**src/rtl/core/deq_pkg.sv**
```systemverilog
// shared types and constants for the double-ended queue
`default_nettype none

package deq_pkg;

    localparam int DEPTH       = 16;
    localparam int ADDR_W      = (DEPTH > 1) ? $clog2(DEPTH) : 1;
    localparam int CNT_W       = $clog2(DEPTH + 1);
    localparam int WORD_W      = 32;
    localparam int CMD_W       = 3;
    localparam int COUNT_OUT_W = 5;

    localparam logic [CMD_W-1:0] CMD_PUSH_FRONT = 3'd0;
    localparam logic [CMD_W-1:0] CMD_PUSH_BACK  = 3'd1;
    localparam logic [CMD_W-1:0] CMD_POP_FRONT  = 3'd2;
    localparam logic [CMD_W-1:0] CMD_POP_BACK   = 3'd3;
    localparam logic [CMD_W-1:0] CMD_QUERY      = 3'd4;

    typedef enum logic [1:0] {
        ST_OK        = 2'd0,
        ST_UNDERFLOW = 2'd1,
        ST_OVERFLOW  = 2'd2
    } status_t;

    typedef enum logic [1:0] {
        S_IDLE,
        S_READ,
        S_RESP
    } state_t;

    typedef struct packed {
        logic [CMD_W-1:0]         cmd;
        logic signed [WORD_W-1:0] value;
    } req_t;

    typedef struct packed {
        logic signed [WORD_W-1:0] popped_value;
        status_t                  status;
        logic signed [WORD_W-1:0] front_value;
        logic signed [WORD_W-1:0] back_value;
        logic                     is_empty;
        logic [COUNT_OUT_W-1:0]   entry_count;
    } rsp_t;

    typedef struct packed {
        logic exec;
        logic capture;
    } ctl_cmd_t;

    typedef struct packed {
        logic need_read;
    } dp_status_t;

endpackage

`default_nettype wire

```
**src/rtl/core/deq_ram.sv**
```systemverilog
// generic single write port ram with registered read
`default_nettype none

module deq_ram #(
    parameter int WIDTH = 32,
    parameter int DEPTH = 16,
    localparam int AW   = (DEPTH > 1) ? $clog2(DEPTH) : 1
) (
    input  wire logic             clk,
    input  wire logic             we,
    input  wire logic [AW-1:0]    waddr,
    input  wire logic [WIDTH-1:0] wdata,
    input  wire logic [AW-1:0]    raddr,
    output logic      [WIDTH-1:0] rdata
);

    logic [WIDTH-1:0] mem_reg [DEPTH];
    logic [WIDTH-1:0] rdata_reg;

    always_ff @(posedge clk)
    begin
        if (we)
        begin
            mem_reg[waddr] <= wdata;
        end
        rdata_reg <= mem_reg[raddr];
    end

    assign rdata = rdata_reg;

endmodule

`default_nettype wire

```
**src/rtl/core/deq_ctrl.sv**
```systemverilog
// sequencer for the double-ended queue
`default_nettype none

module deq_ctrl (
    input  wire logic                clk,
    input  wire logic                rst_n,
    input  wire logic                req_valid,
    output logic                     req_ready,
    output logic                     rsp_valid,
    input  wire logic                rsp_ready,
    input  wire deq_pkg::dp_status_t dp_status,
    output deq_pkg::ctl_cmd_t        ctl
);

    deq_pkg::state_t state_reg;
    deq_pkg::state_t state_next;

    always_ff @(posedge clk or negedge rst_n)
    begin
        if (!rst_n)
        begin
            state_reg <= deq_pkg::S_IDLE;
        end
        else
        begin
            state_reg <= state_next;
        end
    end

    // next state
    always_comb
    begin
        state_next = state_reg;
        unique case (state_reg)
            deq_pkg::S_IDLE:
            begin
                if (req_valid)
                begin
                    state_next = dp_status.need_read ? deq_pkg::S_READ : deq_pkg::S_RESP;
                end
            end
            deq_pkg::S_READ:
            begin
                state_next = deq_pkg::S_RESP;
            end
            deq_pkg::S_RESP:
            begin
                if (rsp_ready)
                begin
                    state_next = deq_pkg::S_IDLE;
                end
            end
            default:
            begin
                state_next = deq_pkg::S_IDLE;
            end
        endcase
    end

    // outputs
    always_comb
    begin
        req_ready   = 1'b0;
        rsp_valid   = 1'b0;
        ctl.exec    = 1'b0;
        ctl.capture = 1'b0;
        unique case (state_reg)
            deq_pkg::S_IDLE:
            begin
                req_ready = 1'b1;
                ctl.exec  = req_valid;
            end
            deq_pkg::S_READ:
            begin
                ctl.capture = 1'b1;
            end
            deq_pkg::S_RESP:
            begin
                rsp_valid = 1'b1;
            end
            default:
            begin
                req_ready = 1'b0;
            end
        endcase
    end

endmodule

`default_nettype wire

```
**src/rtl/core/deq_dp.sv**
```systemverilog
// pointers, cached end words and slot ram of the double-ended queue
`default_nettype none

module deq_dp (
    input  wire logic              clk,
    input  wire logic              rst_n,
    input  wire deq_pkg::req_t     req,
    input  wire deq_pkg::ctl_cmd_t ctl,
    output deq_pkg::dp_status_t    dp_status,
    output deq_pkg::rsp_t          rsp
);

    localparam logic [deq_pkg::ADDR_W-1:0] LAST_IDX  = deq_pkg::ADDR_W'(deq_pkg::DEPTH - 1);
    localparam logic [deq_pkg::CNT_W-1:0]  FULL_CNT  = deq_pkg::CNT_W'(deq_pkg::DEPTH);
    localparam logic [deq_pkg::CNT_W-1:0]  ONE_CNT   = deq_pkg::CNT_W'(1);

    logic [deq_pkg::ADDR_W-1:0] head_reg, head_next;
    logic [deq_pkg::ADDR_W-1:0] tail_reg, tail_next;
    logic [deq_pkg::CNT_W-1:0]  count_reg, count_next;
    logic signed [deq_pkg::WORD_W-1:0] front_reg, front_next;
    logic signed [deq_pkg::WORD_W-1:0] back_reg, back_next;
    logic signed [deq_pkg::WORD_W-1:0] popped_reg, popped_next;
    deq_pkg::status_t status_reg, status_next;
    logic rd_front_reg, rd_front_next;

    logic [deq_pkg::ADDR_W-1:0] head_inc, head_dec, tail_inc, tail_dec;
    logic [deq_pkg::ADDR_W-1:0] ram_waddr, ram_raddr;
    logic [deq_pkg::WORD_W-1:0] ram_rdata;
    logic ram_we;
    logic is_push_front, is_push_back, is_pop_front, is_pop_back;
    logic empty, full;

    always_comb
    begin
        head_inc = (head_reg == LAST_IDX) ? '0 : head_reg + 1'b1;
        head_dec = (head_reg == '0) ? LAST_IDX : head_reg - 1'b1;
        tail_inc = (tail_reg == LAST_IDX) ? '0 : tail_reg + 1'b1;
        tail_dec = (tail_reg == '0) ? LAST_IDX : tail_reg - 1'b1;

        is_push_front = (req.cmd == deq_pkg::CMD_PUSH_FRONT);
        is_push_back  = (req.cmd == deq_pkg::CMD_PUSH_BACK);
        is_pop_front  = (req.cmd == deq_pkg::CMD_POP_FRONT);
        is_pop_back   = (req.cmd == deq_pkg::CMD_POP_BACK);
        empty         = (count_reg == '0);
        full          = (count_reg == FULL_CNT);

        head_next     = head_reg;
        tail_next     = tail_reg;
        count_next    = count_reg;
        front_next    = front_reg;
        back_next     = back_reg;
        popped_next   = '0;
        status_next   = deq_pkg::ST_OK;
        rd_front_next = rd_front_reg;
        ram_we        = 1'b0;
        ram_waddr     = head_dec;
        ram_raddr     = head_inc;
        dp_status.need_read = 1'b0;

        if (is_push_front || is_push_back)
        begin
            if (full)
            begin
                status_next = deq_pkg::ST_OVERFLOW;
            end
            else
            begin
                ram_we     = ctl.exec;
                count_next = count_reg + ONE_CNT;
                if (is_push_front)
                begin
                    head_next  = head_dec;
                    ram_waddr  = head_dec;
                    front_next = req.value;
                    if (empty)
                    begin
                        back_next = req.value;
                    end
                end
                else
                begin
                    tail_next = tail_inc;
                    ram_waddr = tail_inc;
                    back_next = req.value;
                    if (empty)
                    begin
                        front_next = req.value;
                    end
                end
            end
        end
        else if (is_pop_front || is_pop_back)
        begin
            if (empty)
            begin
                status_next = deq_pkg::ST_UNDERFLOW;
            end
            else
            begin
                count_next          = count_reg - ONE_CNT;
                dp_status.need_read = (count_reg != ONE_CNT);
                if (is_pop_front)
                begin
                    popped_next   = front_reg;
                    head_next     = head_inc;
                    ram_raddr     = head_inc;
                    rd_front_next = 1'b1;
                end
                else
                begin
                    popped_next   = back_reg;
                    tail_next     = tail_dec;
                    ram_raddr     = tail_dec;
                    rd_front_next = 1'b0;
                end
            end
        end
    end

    always_ff @(posedge clk or negedge rst_n)
    begin
        if (!rst_n)
        begin
            head_reg  <= '0;
            tail_reg  <= LAST_IDX;
            count_reg <= '0;
        end
        else if (ctl.exec)
        begin
            head_reg  <= head_next;
            tail_reg  <= tail_next;
            count_reg <= count_next;
        end
    end

    always_ff @(posedge clk)
    begin
        if (ctl.exec)
        begin
            front_reg    <= front_next;
            back_reg     <= back_next;
            popped_reg   <= popped_next;
            status_reg   <= status_next;
            rd_front_reg <= rd_front_next;
        end
        else if (ctl.capture)
        begin
            if (rd_front_reg)
            begin
                front_reg <= ram_rdata;
            end
            else
            begin
                back_reg <= ram_rdata;
            end
        end
    end

    deq_ram #(
        .WIDTH (deq_pkg::WORD_W),
        .DEPTH (deq_pkg::DEPTH)
    ) u_ram (
        .clk   (clk),
        .we    (ram_we),
        .waddr (ram_waddr),
        .wdata (req.value),
        .raddr (ram_raddr),
        .rdata (ram_rdata)
    );

    always_comb
    begin
        rsp.popped_value = popped_reg;
        rsp.status       = status_reg;
        rsp.front_value  = empty ? '0 : front_reg;
        rsp.back_value   = empty ? '0 : back_reg;
        rsp.is_empty     = empty;
        rsp.entry_count  = deq_pkg::COUNT_OUT_W'(count_reg);
    end

`ifndef SYNTHESIS
    a_count_bound: assert property (@(posedge clk) disable iff (!rst_n)
        count_reg <= FULL_CNT)
        else $error("entry count above depth");

    a_empty_ptrs: assert property (@(posedge clk) disable iff (!rst_n)
        empty |-> (tail_reg == head_dec))
        else $error("pointers inconsistent while empty");

    a_overflow_hold: assert property (@(posedge clk) disable iff (!rst_n)
        (ctl.exec && full && (is_push_front || is_push_back)) |=> $stable(count_reg))
        else $error("count moved on dropped push");

    a_no_write_on_pop: assert property (@(posedge clk) disable iff (!rst_n)
        (is_pop_front || is_pop_back) |-> !ram_we)
        else $error("ram write during pop");
`endif

endmodule

`default_nettype wire

```
**src/rtl/core/double_ended_queue_top.sv**
```systemverilog
// top level of the bounded double-ended queue
// usage:
//   req channel (req_valid/req_ready/req) carries one command per transaction:
//   push front, push back, pop front, pop back or query, plus the word to push.
//   rsp channel (rsp_valid/rsp_ready/rsp) returns one result per command: the
//   popped word, status, front and back words, empty flag and entry count.
//   one command is in flight at a time; req_ready is high only while idle.
//   the result is registered and valid in the cycle after acceptance, or,
//   after a pop that leaves entries, once a read state has passed, since the
//   new end word comes from the slot ram through its registered read port.
//   the next command waits until the previous result is taken, as the
//   sequencer handles one command at a time.
//   a stalled rsp_ready holds the result and keeps req_ready low.
//   reset empties the queue (head and count to zero, tail to the last slot)
//   and returns to idle; slots are not cleared and are never shown unwritten.
`default_nettype none

module double_ended_queue_top (
    input  wire logic           clk,
    input  wire logic           rst_n,
    input  wire logic           req_valid,
    output logic                req_ready,
    input  wire deq_pkg::req_t  req,
    output logic                rsp_valid,
    input  wire logic           rsp_ready,
    output deq_pkg::rsp_t       rsp
);

    deq_pkg::ctl_cmd_t   ctl;
    deq_pkg::dp_status_t dp_status;

    deq_ctrl u_ctrl (
        .clk       (clk),
        .rst_n     (rst_n),
        .req_valid (req_valid),
        .req_ready (req_ready),
        .rsp_valid (rsp_valid),
        .rsp_ready (rsp_ready),
        .dp_status (dp_status),
        .ctl       (ctl)
    );

    deq_dp u_dp (
        .clk       (clk),
        .rst_n     (rst_n),
        .req       (req),
        .ctl       (ctl),
        .dp_status (dp_status),
        .rsp       (rsp)
    );

endmodule

`default_nettype wire

```
**config.mk**
```make
export PLATFORM = sky130hd
export DESIGN_NAME = double_ended_queue_top
export DESIGN_NICKNAME = d
export VERILOG_FILES = /design/src/rtl/core/deq_pkg.sv /design/src/rtl/core/deq_ram.sv /design/src/rtl/core/deq_ctrl.sv /design/src/rtl/core/deq_dp.sv /design/src/rtl/core/double_ended_queue_top.sv
export SDC_FILE = /design/constraint.sdc
export NUM_CORES = 1
export LEC_CHECK = 0
export ABC_AREA = 1
export BUFFER_PORTS_ARGS = -buffer_cell sky130_fd_sc_hd__buf_2
export CAP_MARGIN = 40
export CORE_ASPECT_RATIO = 1.25
export CORE_MARGIN = 3
export CORE_UTILIZATION = 55
export DETAILED_ROUTE_END_ITERATION = 16
export PLACE_DENSITY = 0.76
export SETUP_SLACK_MARGIN = 0.15
export SYNTH_ARGS = -nofsm -noshare
export SYNTH_HDL_FRONTEND = slang
export SYNTH_SLANG_ARGS = --single-unit
export TNS_END_PERCENT = 1
```
**constraint.sdc**
```tcl
create_clock -name clk -period 3.9 [get_ports clk]
set_input_delay 0.39 -clock clk [delete_from_list [all_inputs] [get_ports clk]]
set_output_delay 0.39 -clock clk [all_outputs]
set_load 0.03 [all_outputs]
```
======== Word level (Yosys, flattened, before mapping) ========
Memory sizes are Yosys's and may differ from the RTL's. A register that Yosys moved wholly into a read port is not among the register bits.
Index checks and enable logic that the tools add are counted.
cells by class
  $add $sub $neg .......................... 6
  equality and inequality tests ........... 21
  multiplexer cells ....................... 63
  bitwise operators ....................... 3
  reduce and logical (&&, ||, !) cells .... 19
operator list
  kind                 number
  $mux 32              16
  $mux 4               23
  $mux 5               4
  $ne 2x2->1 const B   8
  $mux 1               13
  $mux 2               6
  $reduce_and 6->1     2
  $reduce_and 5->1     2
  $add 4x1->4 const B  2
  $eq 4x4->1 const B   2
  $logic_not 4->1      2
  $reduce_and 4->1     2
  $reduce_bool 2->1    4
  $sub 4x1->4 const B  2
  $eq 3x2->1 const B   2
  $ne 3x3->1 const B   2
  $pmux 2 s3           1
  $add 5x1->5 const B  1
  $eq 5x5->1 const B   1
  $logic_not 5->1      1
  $ne 5x1->1 const B   1
  $sub 5x1->5 const B  1
  $ne 2x1->1 const B   2
  $eq 3x1->1 const B   1
  other kinds (8)      11
word-level totals
  flip-flop bits (word level) ............. 114
  RAM bits ................................ 512
  bits of input ports ..................... 39
  output and inout port bits .............. 106
  word-level logic and storage cells ...... 122
  memories ................................ 1
memory list
  memory              words  bits a word  rd ports  clocked after memory_dff  write ports  RTL line       RTL
  u_dp.u_ram.mem_reg  16     32           1         1                         1            deq_ram.sv:17  logic [WIDTH-1:0] mem_reg [DEPTH];

======== Longest topological paths before layout ========
Gate-level depths: netlist (run 1).
  word-level depth ........................ 7
  gate-level depth with buffers ........... 15
  gate-level depth less buffers ........... 13

======== Hierarchy ========
A second synthesis (run 1) with hierarchy kept.
second synthesis, totals
  cells, all modules ...................... 2,805
  area, all modules ....................... 28,866.4 um^2
by module, submodules not included
  module    times used  cells an instance  area an instance (um^2)  sequential area each (um^2)
  deq_ram   1           2,120              22,730.6                 16,015.4
  deq_dp    1           669                6,018.3                  3,303.2
  deq_ctrl  1           16                 117.6                    50.0

======== Worst setup path after synthesis (run 1) ========
No wires, ideal clock.
  path type ............................... register to register
  from .................................... register u_ctrl.state_reg[0]
  to ...................................... register u_dp.back_reg[0] (netlist bit), enable pin
  setup time .............................. 0.470 ns
  data arrival time ....................... 3.900 ns
  required time ........................... 3.430 ns
  path slack .............................. -0.470 ns
  cell stages (with the launch flop) ...... 7
  buffers on the path ..................... 1
  period minus slack after synthesis ...... 4.370 ns
  cell sequence ........................... dfrtp_1 nor2_1 nand2_1 clkbuf_1 o21ai_0 o21ai_0 a211oi_1
between the ends
  longest elaborated chain between the ends .. 4
  elaborated cells between the ends (all ways) .. 10
  classes of those cells .................. eq/ne: 5; mux: 2; reduce/logical: 3
RTL lines
  what                                                  RTL line        RTL
  start, declared                                       deq_ctrl.sv:15  deq_pkg::state_t state_reg;
  start signal, assigned                                deq_ctrl.sv:22  state_reg <= deq_pkg::S_IDLE;
  start signal, assigned                                deq_ctrl.sv:26  state_reg <= state_next;
  $logic_not 2->1 / $eq 2x1->1 (equally long branches)  deq_ctrl.sv:67  unique case (state_reg)
  $mux 1                                                deq_ctrl.sv:67
  $ne 3x3->1 (no source line) (tied with other cells)   n/a
  $reduce_and 5->1 (no source line) *                   n/a
  end signal, assigned                                  deq_dp.sv:141   back_reg <= back_next;
  end signal, assigned                                  deq_dp.sv:154   back_reg <= ram_rdata;
  end, declared                                         deq_dp.sv:21    logic signed [deq_pkg::WORD_W-1:0] back_reg, back_next;
Mark *: on every way between the ends. The rest lies on a longest branch, timed or not.
A chain may end at the register's enable or synchronous reset.

======== Worst setup path in the final report (run 1) ========
  from .................................... register u_dp.count_reg[1] (netlist bit)
  to ...................................... memory u_dp.u_ram.mem_reg[5][6], enable pin
between the ends
  longest elaborated chain between the ends .. 5
  elaborated cells between the ends (all ways) .. 7
  classes of those cells .................. eq/ne: 1; mux: 6
RTL lines
  what                          RTL line       RTL
  start, declared               deq_dp.sv:19   logic [deq_pkg::CNT_W-1:0] count_reg, count_next;
  start signal, assigned        deq_dp.sv:132  count_reg <= count_next;
  $eq 5x5->1 *                  deq_dp.sv:45   full = (count_reg == FULL_CNT);
  $mux 1                        deq_dp.sv:62   if (full)
  $mux 1                        deq_dp.sv:60   if (is_push_front || is_push_back)
  $mux 1                        deq_ram.sv:22  if (we)
  $mux 1 (implied by the code)  deq_ram.sv:24  mem_reg[waddr] <= wdata;
  end, declared                 deq_ram.sv:17
Marked as above.

==> qor.yml, run 1 <==
status: "finished, final reports clean"
syn_nets: 2800
crit_path_end_kind: "flip-flop"
clock-skew-final_ns: 0.0145
wirelength_mm: 70.5
track_usage_pct: 25.1
crit_path_max_fanout: 17
clock_latency_ns: 0.60
core_mm2: 0.0517
clk_pin_slew_ns: 0.07
cp_num_cells: 12
routedWlPerCell_um: 19.7
post-route-period-util_pct: 88.4
synth_area_leaders: "edfxtp_1 64%, nand3_1 11%, nand2_1 7.2%, inv_1 6.8%, nand3b_1 2.5%"
netlist_area_mm2: 0.0288
final_nets: 2901
cts-root-buf: "clkbuf_16"
die-width_um: 211
grt_overflow_total: 0
powerDensity_mw_per_mm2: 787
avgSynthCellArea_um2: 10.5
die_area_mm2: 0.0552
grt_pass1_wl_mm: 108
rows: 93
htreeDepth: 2
layout_min_cycle_time_ns: 3.45
yosysTopAreaCell: "edfxtp_1"
path_class: "reg2reg"
yosysTopAreaCellShare_pct: 63.6
power_frac_comb_pct: 41.3
place.port_buffers: 144
cts_tree: "built"
place_ws_ns: 0.493
yosysSeqAreaShare_pct: 67.2
grt_max_degree: 133
finalHoldViolCount: 0
max-vdd-ir-drop_uv: 884
rsz0062_at_grt: "false"
p_sw_mw: 10.4
cts_buffers: 58
synth_seq_cells: 658
synth_edf_count: 611
cts_sinks: 658
min_path_type: "in2reg"
setup_viol: 0
synth_warnings: 0
gp_congestion: 0.867
worstMarginPinSlew_ns: 0.941
setup_ws_ns: 0.453
drcViolationCount: 0
p_leak_nw: 13.9
area_growth_pct: 12.9
top_usage_layer: "met2"
start_util_pct: 55.8
maxSlewViolCount: 0
yosys.cell_count.top_type: "nand3_1"
die_h_um: 262
clockBufferDepth: 3
max_freq_mhz: 290
start_kind: "flip-flop"
place_hpwl_mm: 41.0
p_sw_share_pct: 40.5
cp.required_ns: 4.20
met1_usage_pct: 33.4
relSlewSlack_pct: 37.3
finalPower_mw: 25.6
p_clk_share_pct: 23.8
antenna_found_initial: 0
yosysUniqueCellTypes: 35
pwr-share-seq_pct: 35.0
internal_power_mw: 15.2
instances_no_fill: 3569
dr.pass1.iters: 6
rr_worst_depth: 12
syn_inst: 2753
routed_via_density: 5.66
critical_path_arrival_ns: 3.75
crit_family: "simple AND/OR/NAND/NOR gates"
path_buf_inv: 3
first_iter_violations: 2703
use_met3_pct: 3.69
cap_violations: 0
rrSetupSlack_ns: 0.45
placedCellCount: 3457
cpMaxStageDelayCell: "nor2_4"
vias: 20200
slowest_delay_ns: 0.66
largest_register_ffs: 512
io_pins: 145
worstPathCellList: "inv_1, ha_1, nand2_1, nor2_1, nor2_1, nand2_1, inv_1, or2_2, o21ai_0, nand3_1, nor2_4, buf_12"
drive_above_1_share_pct: 11.4
async_flop_share_pct: 2.28
met2_usage_pct: 42.4
ant_nets: 0
grt_pass1_vias: 19600
synth_common_cells: "616 x nand3_1, 611 x edfxtp_1, 551 x nand2_1"
synth_flop_cell: "edfxtp_1"
holdPathStages: 2
cts_resized: 0
==> timing repair <==
item | 4_1_cts | 5_1_grt
hold buffers | 2 | 0
endpoints found under the hold margin | 16 | 0
setup buffers | 0 | 0
==> path summary, 6_finish.rpt <==
kind	startpoint	to
max in group asynchronous	rst_n	u_dp.tail_reg[2]$_DFFE_PN1P_
min in group asynchronous	rst_n	u_dp.count_reg[4]$_DFFE_PN0P_
hold reg to reg	u_dp.u_ram.rdata[25]$_DFF_P_	u_dp.front_reg[25]$_DFFE_PP_
setup reg to reg	u_dp.count_reg[1]$_DFFE_PN0P_	u_dp.u_ram.mem_reg[5][6]$_DFFE_PP_
hold / removal	req[34]	u_dp.status_reg[0]$_SDFFCE_PN0N_
setup / recovery	u_dp.count_reg[1]$_DFFE_PN0P_	u_dp.u_ram.mem_reg[5][6]$_DFFE_PP_
==> metal layers <==
| metal | vias up | part of all wire, % | wire length (µm) |
|---|---|---|---|
| li1 | 9295 | - | - |
| met1 | 9602 | 39 | 27300 |
| met2 | 1138 | 49 | 34400 |
| met3 | 175 | 9.3 | 6530 |
| met4 | 0 | 3.2 | 2230 |
| met5 | - | 0 | 0 |
==> worst register-to-register path, stage by stage (launching register included) <==
cell	delay, ns
dfrtp_1	0.43
inv_1	0.14
ha_1	0.23
nand2_1	0.07
nor2_1	0.18
nor2_1	0.08
nand2_1	0.18
inv_1	0.10
or2_2	0.27
o21ai_0	0.15
nand3_1	0.39
nor2_4	0.66
buf_12	0.26
==> kinds of logic after synthesis <==
logic type / after synthesis / synth area share (%)
buf+inv: 679 / 9.39
flops: 658 / 67.2
xor+xnor: 8 / 0.243
simple gates: 1323 / 21.5
compound gates: 77 / 1.40
fa+ha+maj: 8 / 0.347
==> final cells by class <==
type,count,area (µm²)
clock inverter,32,425
fill,3796,19100
timing repair buffer,196,1370
sequential,658,19400
antenna,1,2.50
multi-input combinational,1416,6960
tap,665,832
clock buffer,77,1620
inverter,524,1970
==> through the flow <==
stage	TNS (ns)	area [µm²]	utilization (%)	hold slack (ns)
2_1_floorplan	-9.29	28800	-	0.0944
3_3_place_gp	0	30300	58.7	0.314
3_5_place_dp	0	30500	59.0	0.316
4_1_cts	0	32600	63.0	0.156
5_1_grt	0	32600	63.0	0.178
6_report	0	32600	63.0	0.179
==> power groups by stage <==
stage	clock network (mW)	logic, mW	registers [mW]
6_report	6.09	10.6	8.97
3_5_place_dp	0	10.4	9.10
2_1_floorplan	0	6.97	9.23
4_1_cts	6.14	10.5	8.95
3_3_place_gp	0	10.1	9.07
5_1_grt	6.42	11.5	9.02
==> cells in the final DEF, fill, tap and decap left out, drive strengths merged <==
master	n
dlygate4sd3	2
o211ai	4
clkinv	16
inv	525
o31ai	2
a21oi	38
a211oi	1
nand4	5
xor2	6
nand3b	96
clkbuf	77
dfstp	4
buf	194
o21ai	32
dfxtp	32
or2	1
nor2	42
ha	8
nand3	618
edfxtp	611
xnor2	2
diode	1
clkinvlp	5
nor3	7
nand2	554
dfrtp	11
bufinv	10
(Power assumes the default switching activity.)
==> inputs of run 2 (changes only) <==
REMOVE_ABC_BUFFERS = 1   (was not set)
SYNTH_HIERARCHICAL = 1   (was not set)
==> run 2 against run 1 <==
Compared with the run above: sequential cell count is the same; highest routed layer unchanged; clock skew about the same; wire length is 3.7% lower; clock power fell by 5.1%; non-clock buffer count down 10; sequential share of layout area is 0.88 points higher; die area about the same; critical endpoint is now u_dp/u_ram/mem_reg[12][19]$_DFFE_PP_; global-route usage fell by 0.83 points; maximum frequency rose by 1.4%.
==> qor.yml, run 2 <==
cts_sinks: 658  # unchanged
startpoint: "u_dp/count_reg[0]$_DFFE_PN0P_"
clock-skew-final_ns: 0.0144  # -0.0000785 ns
place_hpwl_mm: 38.5  # -5.9%
grt_pass1_wl_mm: 105  # -3.3%
finalHoldViolCount: 0  # unchanged
path_class: "reg2reg"
place_ws_ns: 0.581  # +0.0888 ns
gp_congestion: 0.846  # -2.4%
critical_path_arrival_ns: 3.70  # -0.05 ns
powerDensity_mw_per_mm2: 733  # -6.9%
netlist_area_mm2: 0.0289  # about the same
clk_pin_slew_ns: 0.06  # about the same
final_common_cell: "nand2_1"
yosys.cell_count.top_type: "nand2_1"
rrSetupSlack_ns: 0.50  # +0.05 ns
layout_min_cycle_time_ns: 3.40  # -0.0464 ns
cts_buffers: 58  # unchanged
synth_common_cells: "964 x nand2_1, 611 x edfxtp_1, 479 x inv_1"
instances_no_fill: 3630  # +1.7%
yosysTopAreaCellShare_pct: 63.6  # about the same
cts-root-buf: "clkbuf_16"
grt_pass1_vias: 19600  # -0.25%
synth_seq_cells: 658  # unchanged
ant_nets: 0  # unchanged
final.setup.tns_ns: 0  # unchanged
clockBufferDepth: 3  # unchanged
rr_worst_depth: 10  # -2
die_h_um: 262  # about the same
die_area_mm2: 0.0553  # about the same
p_clk_share_pct: 24.6  # +0.8 points
avgSynthCellArea_um2: 10.3  # -1.8%
antenna_found_initial: 1  # +1
crit_end: "u_dp/u_ram/mem_reg[12][19]$_DFFE_PP_"
setup_viol: 0  # unchanged
power_frac_comb_pct: 38.4  # -2.9 points
final_nets: 2963  # +2.1%
track_usage_pct: 24.3  # -0.83 points
synth_area_leaders: "edfxtp_1 64%, nand2_1 13%, nand3_1 7.0%, inv_1 6.2%, dfxtp_1 2.2%"
area_growth_pct: 11.1
internal_power_mw: 14.3  # -6.1%
yosysUniqueCellTypes: 34  # -2.9%
routed_via_density: 5.45  # -3.8%
place.port_buffers: 144  # unchanged
drive_above_1_share_pct: 12.8  # +1.4 points
async_flop_share_pct: 2.28  # unchanged
p_sw_mw: 9.21  # -11%
reg2reg_from: "u_dp/count_reg[0]$_DFFE_PN0P_"
setup_ws_ns: 0.500  # +0.0464 ns
grt_max_degree: 143  # +7.5%
wirelength_mm: 67.8  # -3.7%
route.met2.wl_mm: 34.7  # +0.96%
rows: 93  # unchanged
pwr-share-seq_pct: 37.0  # +2.0 points
synth_warnings: 6  # +6
p_sw_share_pct: 39.2  # -1.4 points
post-route-period-util_pct: 87.2  # -1.2 points
yosysTopAreaCell: "edfxtp_1"
clock_latency_ns: 0.60  # about the same
crit_path_end_kind: "flip-flop"
largest_register_ffs: 512  # unchanged
rsz0062_at_grt: "false"
finalPower_mw: 23.5  # -8.3%
route.met3.wl_mm: 5.13  # -21%
dr.pass1.iters: 6  # unchanged
n_antenna_cell: 0  # -1
p_leak_nw: 14.1  # +1.4%
relSlewSlack_pct: 41.8  # +4.6 points
synth_flop_cell: "edfxtp_1"
yosysSeqAreaShare_pct: 67.1  # about the same
met1_length_mm: 26.1  # -4.5%
status: "finished, final reports clean"
min_path_type: "in2reg"
drcViolationCount: 0  # unchanged
first_iter_violations: 2075  # -23%
core_mm2: 0.0517  # unchanged
holdWs_ns: 0.0734  # -0.105 ns
maxSlewViolCount: 0  # unchanged
synth_edf_count: 611  # unchanged
placedCellCount: 3520  # +1.8%
cap_violations: 0  # unchanged
io_pins: 145  # unchanged
r2r-end: "u_dp/u_ram/mem_reg[12][19]$_DFFE_PP_"
grt_overflow_total: 0  # unchanged
syn_inst: 2805  # +1.9%
cp.required_ns: 4.20  # about the same
cts_tree: "built"
start_util_pct: 55.9  # about the same
cts_setup_buffers: 0  # unchanged
worstMarginPinSlew_ns: 0.872  # -0.0686 ns
max-vdd-ir-drop_uv: 646  # -27%
mostFrequentLayoutCells: "963 x nand2_1, 611 x edfxtp_1, 475 x inv_1"
vias: 19800  # -2.1%
max_freq_mhz: 294  # +1.4%
die-width_um: 211  # about the same
htreeDepth: 2  # unchanged
start_kind: "flip-flop"
crit_path_max_fanout: 18  # +1
top_layer: "met4"
routedWlPerCell_um: 18.7  # -5.3%
-- run 2: cell types whose count changed in the layout (fill, tap and decap cells not counted), moves of 7 or more --
cell	before	now
a21oi_1	38	5
a21oi_2	0	29
clkinv_1	4	11
inv_1	520	475
nand2_1	550	963
nand2_2	2	35
nand3_1	616	405
nand3b_1	96	4
nor2_1	21	14
o21ai_0	29	14
-- run 2: critical path, stage by stage, from the launching register on --
cell	delay, ns
dfrtp_1	0.46
inv_1	0.14
ha_1	0.28
nand3_2	0.13
nand2_2	0.11
inv_1	0.07
nand2_1	0.15
o21ai_0	0.43
nand3_1	0.43
nor2_4	0.61
buf_12	0.27
-- run 2: kinds of logic after synthesis --
logic type,synth area share [%]
compound gates,1.28
xor+xnor,0.273
fa+ha+maj,0.347
buf+inv,9.59
flops,67.1
simple gates,21.4
-- run 2: worst min path at each step --
stage	from	to	slack, ns	depth (start not counted)
2_1_floorplan	rst_n	u_ctrl/state_reg[0]$_DFFE_PN0P_	0.09	0
3_5_place_dp	rst_n	u_dp/count_reg[4]$_DFFE_PN0P_	0.31	1
6_report	req_valid	u_ctrl/state_reg[1]$_DFFE_PN0P_	0.07	3
4_1_cts	req_valid	u_ctrl/state_reg[1]$_DFFE_PN0P_	0.05	3
5_1_grt	rsp_ready	u_ctrl/state_reg[1]$_DFFE_PN0P_	0.08	3
3_3_place_gp	rst_n	u_dp/count_reg[4]$_DFFE_PN0P_	0.31	1
-- run 2: through the flow --
stage | instance area, µm² | utilization [%]
6_report | 32100 | 62.1
3_3_place_gp | 30100 | 58.2
4_1_cts | 32100 | 62.1
3_5_place_dp | 30100 | 58.3
2_1_floorplan | 27900 | -
5_1_grt | 32100 | 62.1
-- run 2: what timing repair did --
action | 4_1_cts | 5_1_grt
resized for setup | 0 | 0
endpoints found under the setup margin | 0 | 0
hold buffers | 1 | 0
hold endpoints to repair | 15 | 0
-- run 2: area by class of cell --
cell class              instances  area [µm²]
well taps                     665         832
multi-input cells            1525        6880
inverters                     487        1840
fillers                      3940       19600
clock inverters                29         314
flip-flops and latches        658       19400
repair buffers                186        1220
clock buffers                  80        1630
-- run 2: routing by layer --
layer	up-vias	global-route usage, %
li1	9204	-
met1	9561	30.5
met2	867	43.3
met3	149	3.47
met4	0	8.49
met5	-	0
-- run 2: power groups by stage --
stage | clock [mW] | sequential (mW) | combinational (mW)
after detailed placement | 0 | 8.86 | 8.89
after CTS | 5.88 | 8.72 | 8.95
after global placement | 0 | 8.84 | 8.55
after global routing | 6.15 | 8.75 | 9.84
final | 5.78 | 8.71 | 9.02
after floorplan | 0 | 8.97 | 4.77
==> inputs of run 3 (changes only) <==
ABC_AREA = not set   (was 1)
CORE_MARGIN = 5   (was 3)
TNS_END_PERCENT = not set   (was 1)
==> run 3 against run 2 <==
Compared with the run above: highest routed layer is now met5; sequential cell count unchanged; wire length decreased by 16%; non-clock buffer count increased by 12; first-iteration DRC count decreased by 50%; critical path depth unchanged; synthesized cell count decreased by 53%.
==> qor.yml, run 3 <==
status: "finished, final reports clean"
largest_register_ffs: 512  # unchanged
holdWs_ns: 0.0379  # -0.0355 ns
grt_max_degree: 75  # -48%
synth_flop_cell: "edfxtp_1"
crit_path_end_kind: "flip-flop"
clockBufferDepth: 3  # unchanged
yosysTopAreaCell: "edfxtp_1"
yosysTopAreaCellShare_pct: 72.1  # +8.6 points
final_nets: 1554  # -48%
r2r-end: "u_dp/u_ram/rdata[19]$_DFF_P_"
synth_area_leaders: "edfxtp_1 72%, mux4_2 11%, dfxtp_1 2.5%, a22oi_1 1.9%, nand2_1 1.7%"
rsz0062_at_grt: "false"
yosysUniqueCellTypes: 56  # +65%
synth_edf_count: 611  # unchanged
core_mm2: 0.0460  # -11%
placedInstanceArea_mm2: 0.0272  # -9.8%
grt_overflow_total: 0  # unchanged
yosysSeqAreaShare_pct: 76.1  # +9.0 points
synth_common_cells: "611 x edfxtp_1, 128 x mux4_2, 117 x nand2_1"
cap_violations: 0  # unchanged
holdPathStages: 3  # unchanged
cp.required_ns: 4.44  # +0.24 ns
min_from: "rsp_ready"
grt_pass1_wl_mm: 85.8  # -18%
cts-root-buf: "clkbuf_16"
setup_viol: 0  # unchanged
rr_worst_depth: 10  # unchanged
antenna_found_initial: 3  # +2
max-vdd-ir-drop_uv: 416  # -36%
die-width_um: 202  # -4.0%
cts_buffers: 59  # +1.7%
internal_power_mw: 14.8  # +3.4%
wirelength_mm: 57.1  # -16%
syn_inst: 1320  # -53%
cts_tree: "built"
max_freq_mhz: 287  # -2.3%
drcViolationCount: 0  # unchanged
pwr-share-seq_pct: 40.6  # +3.6 points
p_leak_nw: 9.91  # -30%
p_sw_mw: 6.52  # -29%
final_util_pct: 63.8  # +1.7 points
area_growth_pct: 15.3
worstMarginPinSlew_ns: 0.871  # -0.00194 ns
layout_min_cycle_time_ns: 3.48  # +0.0792 ns
die_area_mm2: 0.0507  # -8.3%
async_flop_share_pct: 2.28  # unchanged
vias: 13100  # -34%
mostFrequentLayoutCells: "611 x edfxtp_1, 144 x buf_2, 128 x mux4_2"
start_kind: "flip-flop"
drive_above_1_share_pct: 32.2  # +19 points
avgSynthCellArea_um2: 19.3  # +87%
crit_path_max_fanout: 17  # -1
reg2reg_from: "u_dp/count_reg[0]$_DFFE_PN0P_"
netlist_area_mm2: 0.0254  # -12%
path_class: "reg2reg"
power_frac_comb_pct: 29.8  # -8.6 points
dr.pass1.iters: 5  # -1
maxSlewViolCount: 0  # unchanged
clock-skew-final_ns: 0.0254  # +0.0110 ns
routedWlPerCell_um: 26.6  # +42%
place_hpwl_mm: 30.9  # -20%
place_ws_ns: 0.471  # -0.110 ns
relSlewSlack_pct: 41.4  # -0.48 points
post-route-period-util_pct: 89.2  # +2.0 points
synth_warnings: 6  # unchanged
powerDensity_mw_per_mm2: 726  # -0.94%
start_util_pct: 55.3  # -0.59 points
finalInstanceArea_mm2: 0.0293  # -8.5%
rows: 88  # -5.4%
clock_latency_ns: 0.61  # about the same
cts_resized: 0  # unchanged
p_sw_share_pct: 30.6  # -8.6 points
finalHoldViolCount: 0  # unchanged
yosys.cell_count.top_type: "edfxtp_1"
clk_pin_slew_ns: 0.06  # about the same
synth_seq_cells: 658  # unchanged
cts_sinks: 658  # unchanged
setup_ws_ns: 0.421  # -0.0792 ns
gp_congestion: 0.803  # -5.1%
place.port_buffers: 144  # unchanged
ant_nets: 0  # unchanged
worstHoldEndpoint: "u_ctrl/state_reg[1]$_DFFE_PN0P_"
track_usage_pct: 22.6  # -1.7 points
routed_via_density: 6.12  # +12%
n_antenna_cell: 0  # unchanged
min_path_type: "in2reg"
grt_pass1_vias: 13600  # -31%
rrSetupSlack_ns: 0.42  # -0.08 ns
first_iter_violations: 1040  # -50%
p_clk_share_pct: 29.6  # +5.0 points
die_h_um: 250  # -4.5%
critical_path_arrival_ns: 4.02  # +0.32 ns
htreeDepth: 2  # unchanged
io_pins: 145  # unchanged
final_common_cell: "edfxtp_1"
-- run 3: cell types whose count changed after synthesis, sizes merged, moves of 64 or more --
| cell | before | now |
|---|---|---|
| and2 | 0 | 67 |
| buf | 117 | 45 |
| mux4 | 0 | 128 |
| nand2 | 998 | 118 |
| a22oi | 0 | 64 |
| nand3 | 409 | 6 |
| inv | 487 | 11 |
-- run 3: power groups by stage --
stage	logic, mW	registers [mW]	clock network, mW
floorplan	3.73	8.89	0
global placement	6.21	8.76	0
detailed placement	6.33	8.78	0
CTS	6.42	8.64	6.44
global route	6.82	8.69	6.76
finish	6.35	8.64	6.32
-- run 3: metrics by stage --
| stage | TNS [ns] | instances | total power [mW] |
|---|---|---|---|
| 2_1_floorplan | -1090.45 | 1248 | 12.6 |
| 3_5_place_dp | 0 | 2030 | 15.1 |
| 5_1_grt | 0 | 2143 | 22.3 |
| 4_1_cts | 0 | 2143 | 21.5 |
| 3_3_place_gp | 0 | 2030 | 15.0 |
| 6_report | 0 | 2143 | 21.3 |
-- run 3: final cells by class --
cell class | count | area [µm²]
clock buffer | 66 | 1520
sequential | 658 | 19400
tap | 585 | 732
timing repair buffer | 198 | 1200
inverter | 12 | 50.0
clock inverter | 46 | 621
multi-input combinational | 578 | 5850
fill | 3044 | 16700
-- run 3: repair_timing --
item | 4_1_cts | 5_1_grt
setup buffers | 0 | 0
hold buffers | 1 | 0
hold endpoints to repair | 15 | 0
-- run 3: critical path, stage by stage, from the launching register on --
cell,delay [ns]
dfrtp_1,0.47
inv_1,0.10
ha_1,0.24
or4b_4,0.21
nand3_1,0.07
buf_4,0.19
o21ai_0,0.70
nor2b_4,0.75
buf_4,0.43
a22oi_1,0.13
nand2_1,0.10
-- run 3: kinds of logic after synthesis --
logic type,count (synthesis),synth area share [%]
compound gates,137,3.54
simple gates,257,4.99
flops,658,76.1
buf+inv,84,1.64
fa+ha+maj,8,0.393
mux,162,12.8
xor+xnor,14,0.482
-- run 3: worst max path at each step --
| stage | cells after the start | slack [ns] | to | from |
|---|---|---|---|---|
| global placement | 10 | 0.64 | u_dp/u_ram/rdata[25]$_DFF_P_ | u_dp/count_reg[0]$_DFFE_PN0P_ |
| finish | 10 | 0.42 | u_dp/u_ram/rdata[19]$_DFF_P_ | u_dp/count_reg[0]$_DFFE_PN0P_ |
| CTS | 10 | 0.43 | u_dp/u_ram/rdata[19]$_DFF_P_ | u_dp/count_reg[0]$_DFFE_PN0P_ |
| floorplan | 9 | -10.59 | u_dp/u_ram/rdata[0]$_DFF_P_ | u_dp/count_reg[0]$_DFFE_PN0P_ |
| global route | 10 | 0.28 | u_dp/u_ram/rdata[22]$_DFF_P_ | u_dp/count_reg[0]$_DFFE_PN0P_ |
| detailed placement | 10 | 0.47 | u_dp/u_ram/rdata[27]$_DFF_P_ | u_dp/count_reg[0]$_DFFE_PN0P_ |
-- run 3: metal layers --
metal  track usage, %  part of all wire [%]  up-vias
met2             38.0                    51      630
met4             6.13                   2.6        4
met1             30.8                    38     6745
met5                0                 0.044        -
li1                 -                     -     5626
met3             4.21                   8.3      105
